[src/sv/lsc_pkg.sv]
// ----------------------------------------------------------------------------
// lsc_pkg
// Shared types and constants of the LRU set-associative cache model.
// ----------------------------------------------------------------------------
package lsc_pkg;

    localparam int MAX_SET_BITS_DEF = 6;
    localparam int MAX_WAYS_DEF     = 8;
    localparam int ADDR_WIDTH_DEF   = 64;

    // Request types
    localparam logic [1:0] REQ_IFETCH = 2'd0;
    localparam logic [1:0] REQ_LOAD   = 2'd1;
    localparam logic [1:0] REQ_STORE  = 2'd2;
    localparam logic [1:0] REQ_MODIFY = 2'd3;

    // Access outcomes
    localparam logic [1:0] OUT_HIT   = 2'd0;
    localparam logic [1:0] OUT_FILL  = 2'd1;
    localparam logic [1:0] OUT_EVICT = 2'd2;

    // Configuration register indexes
    localparam logic [1:0] CFG_SET_BITS = 2'd0;
    localparam logic [1:0] CFG_WAYS     = 2'd1;
    localparam logic [1:0] CFG_BLOCK    = 2'd2;

    localparam int CFG_W = 6;

    // Back-end sequencer states
    typedef enum logic [2:0] {
        BE_CLEAR,
        BE_IDLE,
        BE_READ,
        BE_UPDATE,
        BE_OUT
    } be_state_t;

endpackage

[src/sv/lsc_front.sv]
// ----------------------------------------------------------------------------
// lsc_front
// Accepts requests, drops instruction fetches, splits set index and tag,
// and queues the decoded accesses in a two-entry FIFO.
// ----------------------------------------------------------------------------
module lsc_front #(
    parameter int MAX_SET_BITS = lsc_pkg::MAX_SET_BITS_DEF,
    parameter int ADDR_WIDTH   = lsc_pkg::ADDR_WIDTH_DEF,
    localparam int SW = (MAX_SET_BITS > 0) ? MAX_SET_BITS : 1
) (
    input  logic                  clk,
    input  logic                  rst_n,
    input  logic                  in_valid,
    output logic                  in_ready,
    input  logic [1:0]            req_kind,
    input  logic [ADDR_WIDTH-1:0] address,
    input  logic [2:0]            set_bits,
    input  logic [5:0]            block_bits,
    output logic                  q_valid,
    input  logic                  q_pop,
    output logic [SW-1:0]         q_set,
    output logic [ADDR_WIDTH-1:0] q_tag,
    output logic                  q_modify
);

    localparam int ENT = SW + ADDR_WIDTH + 1;

    logic [ENT-1:0] fifo_reg [2];
    logic           wr_ptr_reg, rd_ptr_reg;
    logic [1:0]     cnt_reg;
    logic           push;
    logic [3:0]     sb;
    logic [6:0]     tag_sh;
    logic [ADDR_WIDTH-1:0] set_full;
    logic [ADDR_WIDTH-1:0] tag;
    logic [SW-1:0]  set_mask;

    // effective set bits, clamped
    always_comb
    begin
        sb = ({1'b0, set_bits} > 4'(MAX_SET_BITS)) ? 4'(MAX_SET_BITS) : {1'b0, set_bits};
        tag_sh = 7'(block_bits) + 7'(sb);
        set_full = ({1'b0, block_bits} >= 7'(ADDR_WIDTH)) ? '0 : (address >> block_bits);
        tag = (tag_sh >= 7'(ADDR_WIDTH)) ? '0 : (address >> tag_sh);
        set_mask = SW'(({{SW{1'b0}}, 1'b1} << sb) - 1'b1);
    end

    assign in_ready = (cnt_reg != 2'd2);
    assign push     = in_valid && in_ready && (req_kind != lsc_pkg::REQ_IFETCH);
    assign q_valid  = (cnt_reg != 2'd0);
    assign {q_modify, q_set, q_tag} = fifo_reg[rd_ptr_reg];

    // decoded access queue
    always_ff @(posedge clk or negedge rst_n)
    begin
        if (!rst_n)
        begin
            wr_ptr_reg <= 1'b0;
            rd_ptr_reg <= 1'b0;
            cnt_reg    <= 2'd0;
        end
        else
        begin
            if (push)
            begin
                wr_ptr_reg <= ~wr_ptr_reg;
            end
            if (q_pop)
            begin
                rd_ptr_reg <= ~rd_ptr_reg;
            end
            cnt_reg <= cnt_reg + 2'(push) - 2'(q_pop);
        end
    end

    // queue payload
    always_ff @(posedge clk)
    begin
        if (push)
        begin
            fifo_reg[wr_ptr_reg] <= {(req_kind == lsc_pkg::REQ_MODIFY),
                                     SW'(set_full) & set_mask, tag};
        end
    end

endmodule

[config.mk]
export PLATFORM = sky130hd
export DESIGN_NAME = lsc_front
export DESIGN_NICKNAME = d
export VERILOG_FILES = /design/src/sv/lsc_pkg.sv /design/src/sv/lsc_front.sv
export SDC_FILE = /design/constraint.sdc
export NUM_CORES = 1
export LEC_CHECK = 0
export BUFFER_PORTS_ARGS = -buffer_cell sky130_fd_sc_hd__clkbuf_2
export CAP_MARGIN = 0
export CORE_MARGIN = 10
export CORE_UTILIZATION = 41
export DETAILED_ROUTE_END_ITERATION = 7
export GPL_TIMING_DRIVEN = 0
export SLEW_MARGIN = 20
export SYNTH_ARGS = -nofsm -noshare
export SYNTH_HDL_FRONTEND = slang
export SYNTH_SLANG_ARGS = --single-unit
[constraint.sdc]
create_clock -name clk -period 9.9 [get_ports clk]
set_clock_uncertainty 0.2 [all_clocks]
set_input_delay 0.495 -clock clk [delete_from_list [all_inputs] [get_ports clk]]
set_output_delay 0.495 -clock clk [all_outputs]
set_load 0.02 [all_outputs]
==> qor.txt, run 1 <==
Post-synth net total: 1073
Distinct cells, synth: 63
Layout cells sized above 1: 38.01%
DP Cell Count: 1527
GRT Util Overall: 23.04%
Sw Share: 41.15%
Max frequency: 196.0 MHz
Dpl hpwl: 34.16 mm
Total negative slack: 0 ns
Initial Utilization: 41.67%
Post-CTS Setup Bufs: 0
Status: completed
Die Ht: 191.3 um
Sequential-to-total area share from yosys stat: 36.29%
Fin. max-slew vios: 0
Remaining DRCs: 0
Post-Route WL: 42.42 mm
Top cells by count, synth: mux2i_1 (165), edfxtp_1 (142), nand2_1 (112)
Largest stage delay, worst path: 0.65 ns
Clk buf depth: 2
Ports: 152
Final setup fails: 0
Via-to-Cell Ratio: 6.198
Crit-path slowest cell: mux2i_1
Cell area after synthesis: 0.01203 sq mm
Worst-Margin Slew: 1.107 ns
Most frequent cell after synthesis: mux2i_1
LEAKAGE: 0.005518 uW
Dominant cell type by area after synthesis: edfxtp_1
Critical Path End Type: register
Worst VDD drop: 123.3 uV
Max transition margin: 24.12%
Power per cell area: 214.4 mW/mm^2
First DRT Iteration DRCs: 1102
Most frequent CP cell: buf_2
Routed Antenna Nets: 0
P&R area growth vs syn: 16.40%
# resized after CTS: 0
Hold Buf Count CTS: 1
Synth Instances: 987
CTS sink cnt: 146
DR vias: 9675
TritonCTS clock tree: built
Top FF cell, synth: edfxtp_1
Max-cap violation count: 0
Die area: 0.03658 sq mm
Worst Setup SP: block_bits[1]
Crit path buffers/inverters: 8
Final Hold Fails: 0
PortBufs: 150
Non-filler cells, final: 1561
Clk pin slew, worst setup/hold paths: 0.07 ns
Flop pwr share: 29.3%
Vias in the first global route: 9909
CP Data Required Time: 9.91 ns
Worst-path cell chain: clkbuf_2 -> buf_2 -> buf_6 -> buf_6 -> buf_4 -> clkinv_1 -> fa_1 -> buf_2 -> buf_2 -> mux2_2 -> mux2i_1 -> mux2i_1 -> nand2b_1 -> a21oi_1
Number of antenna violations at the first check in global routing: 0
Cell-internal power: 1766 uW
WP data arrival: 5.11 ns
Gpl congestion: 1.015
1st-pass router iterations: 5
Clock group share of total power: 20.4%
H-tree depth: 4
Placed cell area: 0.01342 sq mm
Clock Latency Late Sink: 0.42 ns
Setup slack, reg-to-reg: 7.48 ns
Nets: 1249
HP Start: q_pop
Final Cell Area: 0.01400 sq mm
Row cnt: 62
Ys async rst share: 2.740%
Ranking of synthesized cells by area: edfxtp_1 (35%), mux4_2 (18%), mux2i_1 (14%), mux2_2 (9.0%), nand2_1 (3.5%)
Die Wd: 191.3 um
Reg2reg start: cnt_reg[1]
FILL cells: 2658
Number of synthesized flops with an enable pin: 142
Crit-path leading delay family: buffers and inverters
Root buf cell: clkbuf_16
Comb power frac: 50.3%
Synth Area per Inst: 12.18 sq um
Psw: 1235 uW
Critical path launch point type: primary input
Hold Path Class: in -> reg
Yosys warns: 0
Final core occ: 48.50%
WS Path Type: in -> reg
Yosys reg bits: 146
Worst-path fanout max: 10
Synth top area share: 35.46%
Max reg flops: 142
CTS Buf Count: 17
Routed len/inst: 27.17 um
WHS: 0.07942 ns
First-pass GRT wire length: 63.66 mm
Total global routing overflow: 0
RSZ-0062 raised after global routing: false
Final Cycle Share: 51.54%
Largest net degree at the start of global routing: 25
Min Tclk post-route: 5.102 ns
Core box area: 0.02886 sq mm
final cells by class:
cell class | instances | area (sq um) | area share (%)
Timing Repair Buffer | 157 | 910.9 | 6.508
Inverter | 11 | 41.29 | 0.2950
Clock inverter | 14 | 133.9 | 0.9565
Sequential cell | 146 | 4364 | 31.18
Antenna cell | 1 | 2.502 | 0.01788
Clock buffer | 18 | 429.2 | 3.066
Tap cell | 384 | 480.5 | 3.433
Multi-Input combinational cell | 746 | 7149 | 51.08
Buffer | 84 | 485.5 | 3.468
metrics by stage:
step,power [uW],worst slack [ns]
after floorplan,1878,5.399
after global placement,2370,3.720
after detailed placement,2396,4.593
after CTS,3016,5.008
final,3001,4.798
after global routing,3157,4.782
worst paths after layout:
kind,end,cells after the start
setup / recovery,fifo_reg[1][32],14
hold / removal,rd_ptr_reg,2
setup reg to reg,fifo_reg[0][20],6
hold reg to reg,cnt_reg[1],1
max in group asynchronous,wr_ptr_reg,2
min in group asynchronous,cnt_reg[0],2
power groups by stage:
stage	Combinational, uW	Clock [uW]	Sequential (uW)
finish	1510	612	879
global route	1610	657	891
global placement	1460	0	909
CTS	1510	626	881
floorplan	981	0	897
detailed placement	1500	0	894
logic make-up (layout without fill, tap and decap cells):
| family | Yosys count | after routing | share of synthesized area [%] |
|---|---|---|---|
| flops | 146 | 146 | 36.29 |
| mux | 357 | 357 | 40.70 |
| buf+inv | 95 | 284 | 4.380 |
| other cells | 0 | 1 | 0 |
| fa+ha+maj | 7 | 7 | 0.7908 |
| simple gates | 230 | 230 | 8.719 |
| compound gates | 140 | 140 | 8.022 |
| xor+xnor | 12 | 12 | 1.093 |
metal layers:
| layer | track usage, % | wire length (um) |
|---|---|---|
| met4 | 5.228 | 624 |
| met1 | 31.25 | 18270 |
| met2 | 36.49 | 19730 |
| met3 | 5.630 | 3790 |
| met5 | 0 | 0 |
layout by cell type, fill, tap and decap left out, types with 25 or more instances in the layout:
cell type	synthesis	routed
a22oi_1	25	25
buf_2	25	25
clkbuf_1	27	28
clkbuf_2	0	150
edfxtp_1	142	142
mux2_2	96	96
mux2i_1	165	165
mux4_2	96	96
nand2_1	112	112
nor2_1	42	40
(Power assumes the default switching activity.)
==> inputs of run 2 (changes only) <==
- ABC_AREA: not set -> 1
- clock period: 9.9 -> 5.3 ns (I/O delays scaled with it)
==> qor.txt, run 2 <==
WP data arrival: 3.48 ns (-1.63 ns)
Yosys reg bits: 146 (unchanged)
DR vias: 13600 (+41%)
Number of synthesized flops with an enable pin: 142 (unchanged)
Post-synth net total: 1858 (+73%)
Worst VDD drop: 198.8 uV (+61%)
Max transition margin: 38.73% (+15 points)
Max-cap violation count: 0 (unchanged)
Critical path launch point type: primary input
First-pass GRT wire length: 78.01 mm (+23%)
Power per cell area: 389.4 mW/mm^2 (+82%)
Cell area after synthesis: 0.01225 sq mm (+1.8%)
WHS Path Cells: 3 (+1)
Met1 WL: 23.14 mm (+27%)
Top FF cell, synth: edfxtp_1
Dpl hpwl: 42.62 mm (+25%)
Final Hold Fails: 0 (unchanged)
CTS sink cnt: 146 (unchanged)
Non-filler cells, final: 2356 (+51%)
Tot Pwr: 5559 uW (+85%)
DP Cell Count: 2318 (+52%)
CTS Buf Count: 17 (unchanged)
Fin. max-slew vios: 0 (unchanged)
Nets: 2038 (+63%)
Clock Latency Late Sink: 0.43 ns (about the same)
Final Cycle Share: 66.18%
TritonCTS clock tree: built
First DRT Iteration DRCs: 1790 (+62%)
Ranking of synthesized cells by area: edfxtp_1 (35%), nand3_1 (22%), nand2_1 (20%), mux2_2 (6.5%), nor2_1 (2.6%)
Clk pin slew, worst setup/hold paths: 0.07 ns (about the same)
Core box area: 0.02956 sq mm (+2.4%)
Die area: 0.03718 sq mm (+1.6%)
1st-pass router iterations: 6 (+1)
Routed Antenna Nets: 0 (unchanged)
Most common cell after layout, fill and taps aside: nand2_1
Ys async rst share: 2.740% (unchanged)
Vias in the first global route: 12960 (+31%)
Layout cells sized above 1: 19.13% (-19 points)
Die Wd: 192.8 um (+0.82%)
Largest net degree at the start of global routing: 25 (unchanged)
Worst R2R End: fifo_reg[0][0]
Sequential-to-total area share from yosys stat: 35.64% (-0.65 points)
Clk buf depth: 2 (unchanged)
HP Start: set_bits[2]
WHS Endpoint: fifo_reg[0][67]
CP Data Required Time: 5.27 ns (-4.64 ns)
WS Path Type: in -> reg
Min Tclk post-route: 3.508 ns
Die Ht: 192.8 um (+0.82%)
Distinct cells, synth: 35 (-44%)
P&R area growth vs syn: 16.57%
Root buf cell: clkbuf_16
Synth Area per Inst: 6.911 sq um (-43%)
Hold Path Class: in -> reg
Post-Route WL: 52.44 mm (+24%)
Final Worst Setup Slack: 1.792 ns (-3.006 ns)
Setup slack, reg-to-reg: 3.02 ns (-4.46 ns)
Most frequent cell after synthesis: nand2_1
PortBufs: 150 (unchanged)
Row cnt: 63 (+1.6%)
Critical Path End Type: register
Gpl congestion: 1.000 (-1.5%)
Yosys warns: 0 (unchanged)
Initial Utilization: 41.43% (-0.24 points)
H-tree depth: 4 (unchanged)
Status: completed
Reg2reg start: cnt_reg[0]
Final setup fails: 0 (unchanged)
Metal2 WL: 23.66 mm (+20%)
Ports: 152 (unchanged)
Routed len/inst: 22.26 um (-18%)
Remaining DRCs: 0 (unchanged)
Post-CTS Setup Bufs: 0 (unchanged)
Worst r2r path cells: 7 (+1)
Dominant cell type by area after synthesis: edfxtp_1
Max frequency: 285.1 MHz
LEAKAGE: 0.006690 uW (+21%)
Synth Instances: 1772 (+80%)
Worst-Margin Slew: 0.9157 ns (-0.1908 ns)
Place WS: 1.431 ns (-3.161 ns)
DR top layer: met5
Top cells by count, synth: nand2_1 (657), nand3_1 (548), edfxtp_1 (142)
Via-to-Cell Ratio: 5.771 (-6.9%)
WL met3: 4.794 mm (+26%)
Worst-path fanout max: 10 (unchanged)
Synth top area share: 34.82% (-0.64 points)
Max reg flops: 142 (unchanged)
Number of antenna violations at the first check in global routing: 1 (+1)
RSZ-0062 raised after global routing: false
Total global routing overflow: 0 (unchanged)
Most frequent cells in the layout: nand2_1 (657), nand3_1 (548), clkbuf_2 (150), edfxtp_1 (142), nor2_1 (84)
GRT Util Overall: 28.07% (+5.0 points)
run 2: cell types whose count changed after synthesis, moves of 32 or more:
cell / before / now
nand2_1: 112 / 657
nor2_1: 42 / 86
buf_2: 25 / 57
mux2i_1: 165 / 0
inv_1: 9 / 46
mux4_2: 96 / 0
nand3_1: 11 / 548
run 2: report_power, final:
part | switching [uW] | internal (uW)
clock | 516 | 668
combinational | 1830 | 920
sequential | 49.7 | 1570
total | 2400 | 3160
run 2: logic make-up after synthesis:
| kind of cell | synth area share [%] |
|---|---|
| xor gates and xnor gates | 0.7357 |
| and+or+nand+nor | 46.44 |
| DFF | 35.64 |
| buffers and inverters | 7.183 |
| AOI/OAI and AO/OA | 2.698 |
| muxes | 6.529 |
| adders and majority gates | 0.7765 |
run 2: timing repair:
| action | 4_1_cts | 5_1_grt |
|---|---|---|
| resized for setup | 0 | 0 |
| hold endpoints to repair | 7 | 0 |
| endpoints found under the setup margin | 0 | 0 |
| hold buffers | 5 | 0 |
run 2: worst max-delay path, cell delays in order:
cell and delay (ns):
clkbuf_2 0.18, inv_2 0.12, clkbuf_1 0.67, fa_1 0.55, buf_2 0.18, inv_2 0.09, buf_4 0.18, buf_2 0.25
nand3_1 0.15, nand3_1 0.15, nand3_1 0.13, nand3_1 0.11, nand2_1 0.06, nor2_1 0.25, nor2_1 0.13
run 2: final cells by class:
type	instances	area [sq um]
inverters	56	215.2
plain buffers	115	664.4
well taps	390	488.0
flip-flops and latches	146	4364
multi-input cells	1455	7017
diodes	1	2.502
repair buffers	161	935.9
clock inverters	15	162.7
clock buffers	17	425.4
fillers	3119	15280
run 2: metrics by stage:
stage / hold slack [ns] / area (sq um) / util [%] / setup TNS (ns)
CTS: 0.09189 / 14270 / 48.28 / 0
global placement: -0.1229 / 13480 / 45.62 / -112.32
detailed placement: -0.1223 / 13630 / 46.12 / 0
global route: 0.1137 / 14270 / 48.28 / 0
floorplan: -0.2306 / 12250 / - / 0
finish: 0.09030 / 14270 / 48.29 / 0
run 2: how the worst max path moves through the flow:
stage,start,to,cells after the start
2_1_floorplan,cnt_reg[1],fifo_reg[0][0],3
3_5_place_dp,block_bits[1],fifo_reg[1][23],15
3_3_place_gp,cnt_reg[1],fifo_reg[1][3],3
6_report,block_bits[1],fifo_reg[0][23],15
5_1_grt,block_bits[1],fifo_reg[0][23],15
4_1_cts,block_bits[1],fifo_reg[0][23],15
run 2: metal layers:
metal | global-route usage, % | vias up
li1 | - | 6393
met1 | 39.68 | 6516
met2 | 44.14 | 623
met3 | 4.373 | 62
met4 | 6.202 | 2
met5 | 0 | -
==> inputs of run 3 (changes only) <==
- clock period: 5.3 -> 3.47 ns (I/O delays scaled with it)
==> qor.txt, run 3 (synthesis results as in run 2) <==
Status: complete, but fails checks
Failing checks: hold timing
Max reg flops: 142 (unchanged)
Die Wd: 192.8 um (unchanged)
CTS sink cnt: 146 (unchanged)
CP Data Required Time: 3.44 ns (-1.83 ns)
WHS: -0.001446 ns (-0.09175 ns)
GRT Util Overall: 28.07% (unchanged)
Final Hold Fails: 2 (+2)
TritonCTS clock tree: built
Worst-path fanout max: 10 (unchanged)
Comb power frac: 49.6% (about the same)
P&R area growth vs syn: 16.54% (about the same)
Critical path launch point type: primary input
CTS Buf Count: 17 (unchanged)
Via-to-Cell Ratio: 5.758 (-0.23%)
Max transition margin: 38.69% (-0.040 points)
Total global routing overflow: 0 (unchanged)
Dpl hpwl: 42.62 mm (unchanged)
WHS Path Cells: 3 (unchanged)
Clock Latency Late Sink: 0.44 ns (about the same)
Power per cell area: 595.3 mW/mm^2 (+53%)
Initial Utilization: 41.43% (unchanged)
Flop pwr share: 29.1% (about the same)
1st-pass router iterations: 8 (+2)
Most frequent cells in the layout: nand2_1 (657), nand3_1 (548), clkbuf_2 (150), edfxtp_1 (142), nor2_1 (84)
Layout cells sized above 1: 19.14% (about the same)
Reg2reg start: cnt_reg[0]
Final core occ: 48.28% (about the same)
WP data arrival: 3.17 ns (-0.31 ns)
Min Tclk post-route: 3.201 ns
Cell-internal power: 4824 uW (+53%)
Routed Antenna Nets: 0 (unchanged)
Die Ht: 192.8 um (unchanged)
RSZ-0062 raised after global routing: false
LEAKAGE: 0.006688 uW (about the same)
Non-filler cells, final: 2355 (-0.042%)
WHS Endpoint: fifo_reg[0][67]
Critical Path End Type: register
# resized after CTS: 0 (unchanged)
Clk pin slew, worst setup/hold paths: 0.07 ns (about the same)
Worst r2r path cells: 7 (unchanged)
DR vias: 13560 (-0.27%)
Max-cap violation count: 0 (unchanged)
Clock group share of total power: 21.3% (about the same)
H-tree depth: 4 (unchanged)
Clk buf depth: 2 (unchanged)
Setup slack, reg-to-reg: 1.19 ns (-1.83 ns)
Number of antenna violations at the first check in global routing: 1 (unchanged)
Nets: 2037 (-0.049%)
Core box area: 0.02956 sq mm (unchanged)
Hold Path Class: in -> reg
Die area: 0.03718 sq mm (unchanged)
Row cnt: 63 (unchanged)
Remaining DRCs: 0 (unchanged)
Sw Share: 43.21% (about the same)
Most common cell after layout, fill and taps aside: nand2_1
Routed len/inst: 22.29 um (+0.13%)
Final Cycle Share: 92.26%
DP Cell Count: 2318 (unchanged)
Vias in the first global route: 12960 (unchanged)
First DRT Iteration DRCs: 1758 (-1.8%)
Max frequency: 312.4 MHz
Psw: 3671 uW (+53%)
WS Path Type: in -> reg
Largest net degree at the start of global routing: 25 (unchanged)
Worst VDD drop: 303.7 uV (+53%)
Root buf cell: clkbuf_16
Post-Route WL: 52.48 mm (about the same)
First-pass GRT wire length: 78.01 mm (unchanged)
Total negative slack: 0 ns (unchanged)
Ports: 152 (unchanged)
Worst R2R End: fifo_reg[0][31]
Worst-Margin Slew: 0.9163 ns (+0.0005966 ns)
HP Start: set_bits[2]
PortBufs: 150 (unchanged)
Fin. max-slew vios: 0 (unchanged)
Gpl congestion: 1.000 (unchanged)
Final setup fails: 0 (unchanged)
==> run 3: worst max-delay path: stages <==
cell and delay, ns:
clkbuf_2 0.14, nand2_1 0.08, inv_1 0.04, nor2_1 0.18, ha_1 0.23, inv_1 0.06, fa_1 0.47, buf_2 0.18
clkbuf_1 0.46, nand3_1 0.21, nand3_1 0.15, nand3_1 0.13, nand2_1 0.19, nor2_1 0.06, nor2_1 0.29, nor2_1 0.11
==> run 3: stage by stage <==
step / power (uW) / setup slack [ns] / area [sq um]
2_1_floorplan: 5265 / -1.004 / 12250
3_3_place_gp: 6622 / -2.645 / 13480
3_5_place_dp: 6683 / -0.3071 / 13630
4_1_cts: 8517 / 0.1403 / 14270
5_1_grt: 9016 / 0.01762 / 14270
6_report: 8495 / 0.2686 / 14270
==> run 3: per-layer routing <==
| layer | vias to the layer above | track usage [%] | wire length (um) |
|---|---|---|---|
| li1 | 6395 | - | - |
| met1 | 6440 | 39.68 | 23150 |
| met2 | 662 | 44.14 | 23630 |
| met3 | 60 | 4.373 | 4849 |
| met4 | 2 | 6.202 | 843 |
| met5 | - | 0 | 12 |
==> run 3: repair_timing <==
item | in CTS | in global routing
hold buffers | 5 | 0
setup endpoints to repair | 0 | 10
setup buffers | 0 | 0
hold endpoints to repair | 7 | 0
==> run 3: power groups by stage <==
stage          Combinational, uW  Clock (uW)  Sequential, uW
4_1_cts                     4190        1850            2480
6_report                    4210        1810            2470
5_1_grt                     4570        1940            2510
2_1_floorplan               2740           0            2530
3_3_place_gp                4060           0            2560
3_5_place_dp                4170           0            2520
==> run 3: final cells by class <==
cell class	count	area, sq um
Antenna cell	1	2.502
Buffer	114	660.6
Clock buffer	17	425.4
Clock inverter	15	162.7
Fill cell	3119	15290
Inverter	56	215.2
Multi-Input combinational cell	1455	7017
Sequential cell	146	4364
Tap cell	390	488.0
Timing Repair Buffer	161	935.9
==> run 3: how the worst max path moves through the flow <==
stage / start / end / slack, ns / cells after the start
after floorplan: cnt_reg[1] / fifo_reg[0][0] / -1.00 / 3
after global placement: cnt_reg[1] / fifo_reg[1][3] / -2.65 / 3
after detailed placement: block_bits[1] / fifo_reg[1][23] / -0.31 / 15
after CTS: block_bits[1] / fifo_reg[0][23] / 0.14 / 15
after global routing: set_bits[2] / fifo_reg[0][23] / 0.02 / 16
final: set_bits[2] / fifo_reg[1][21] / 0.27 / 16
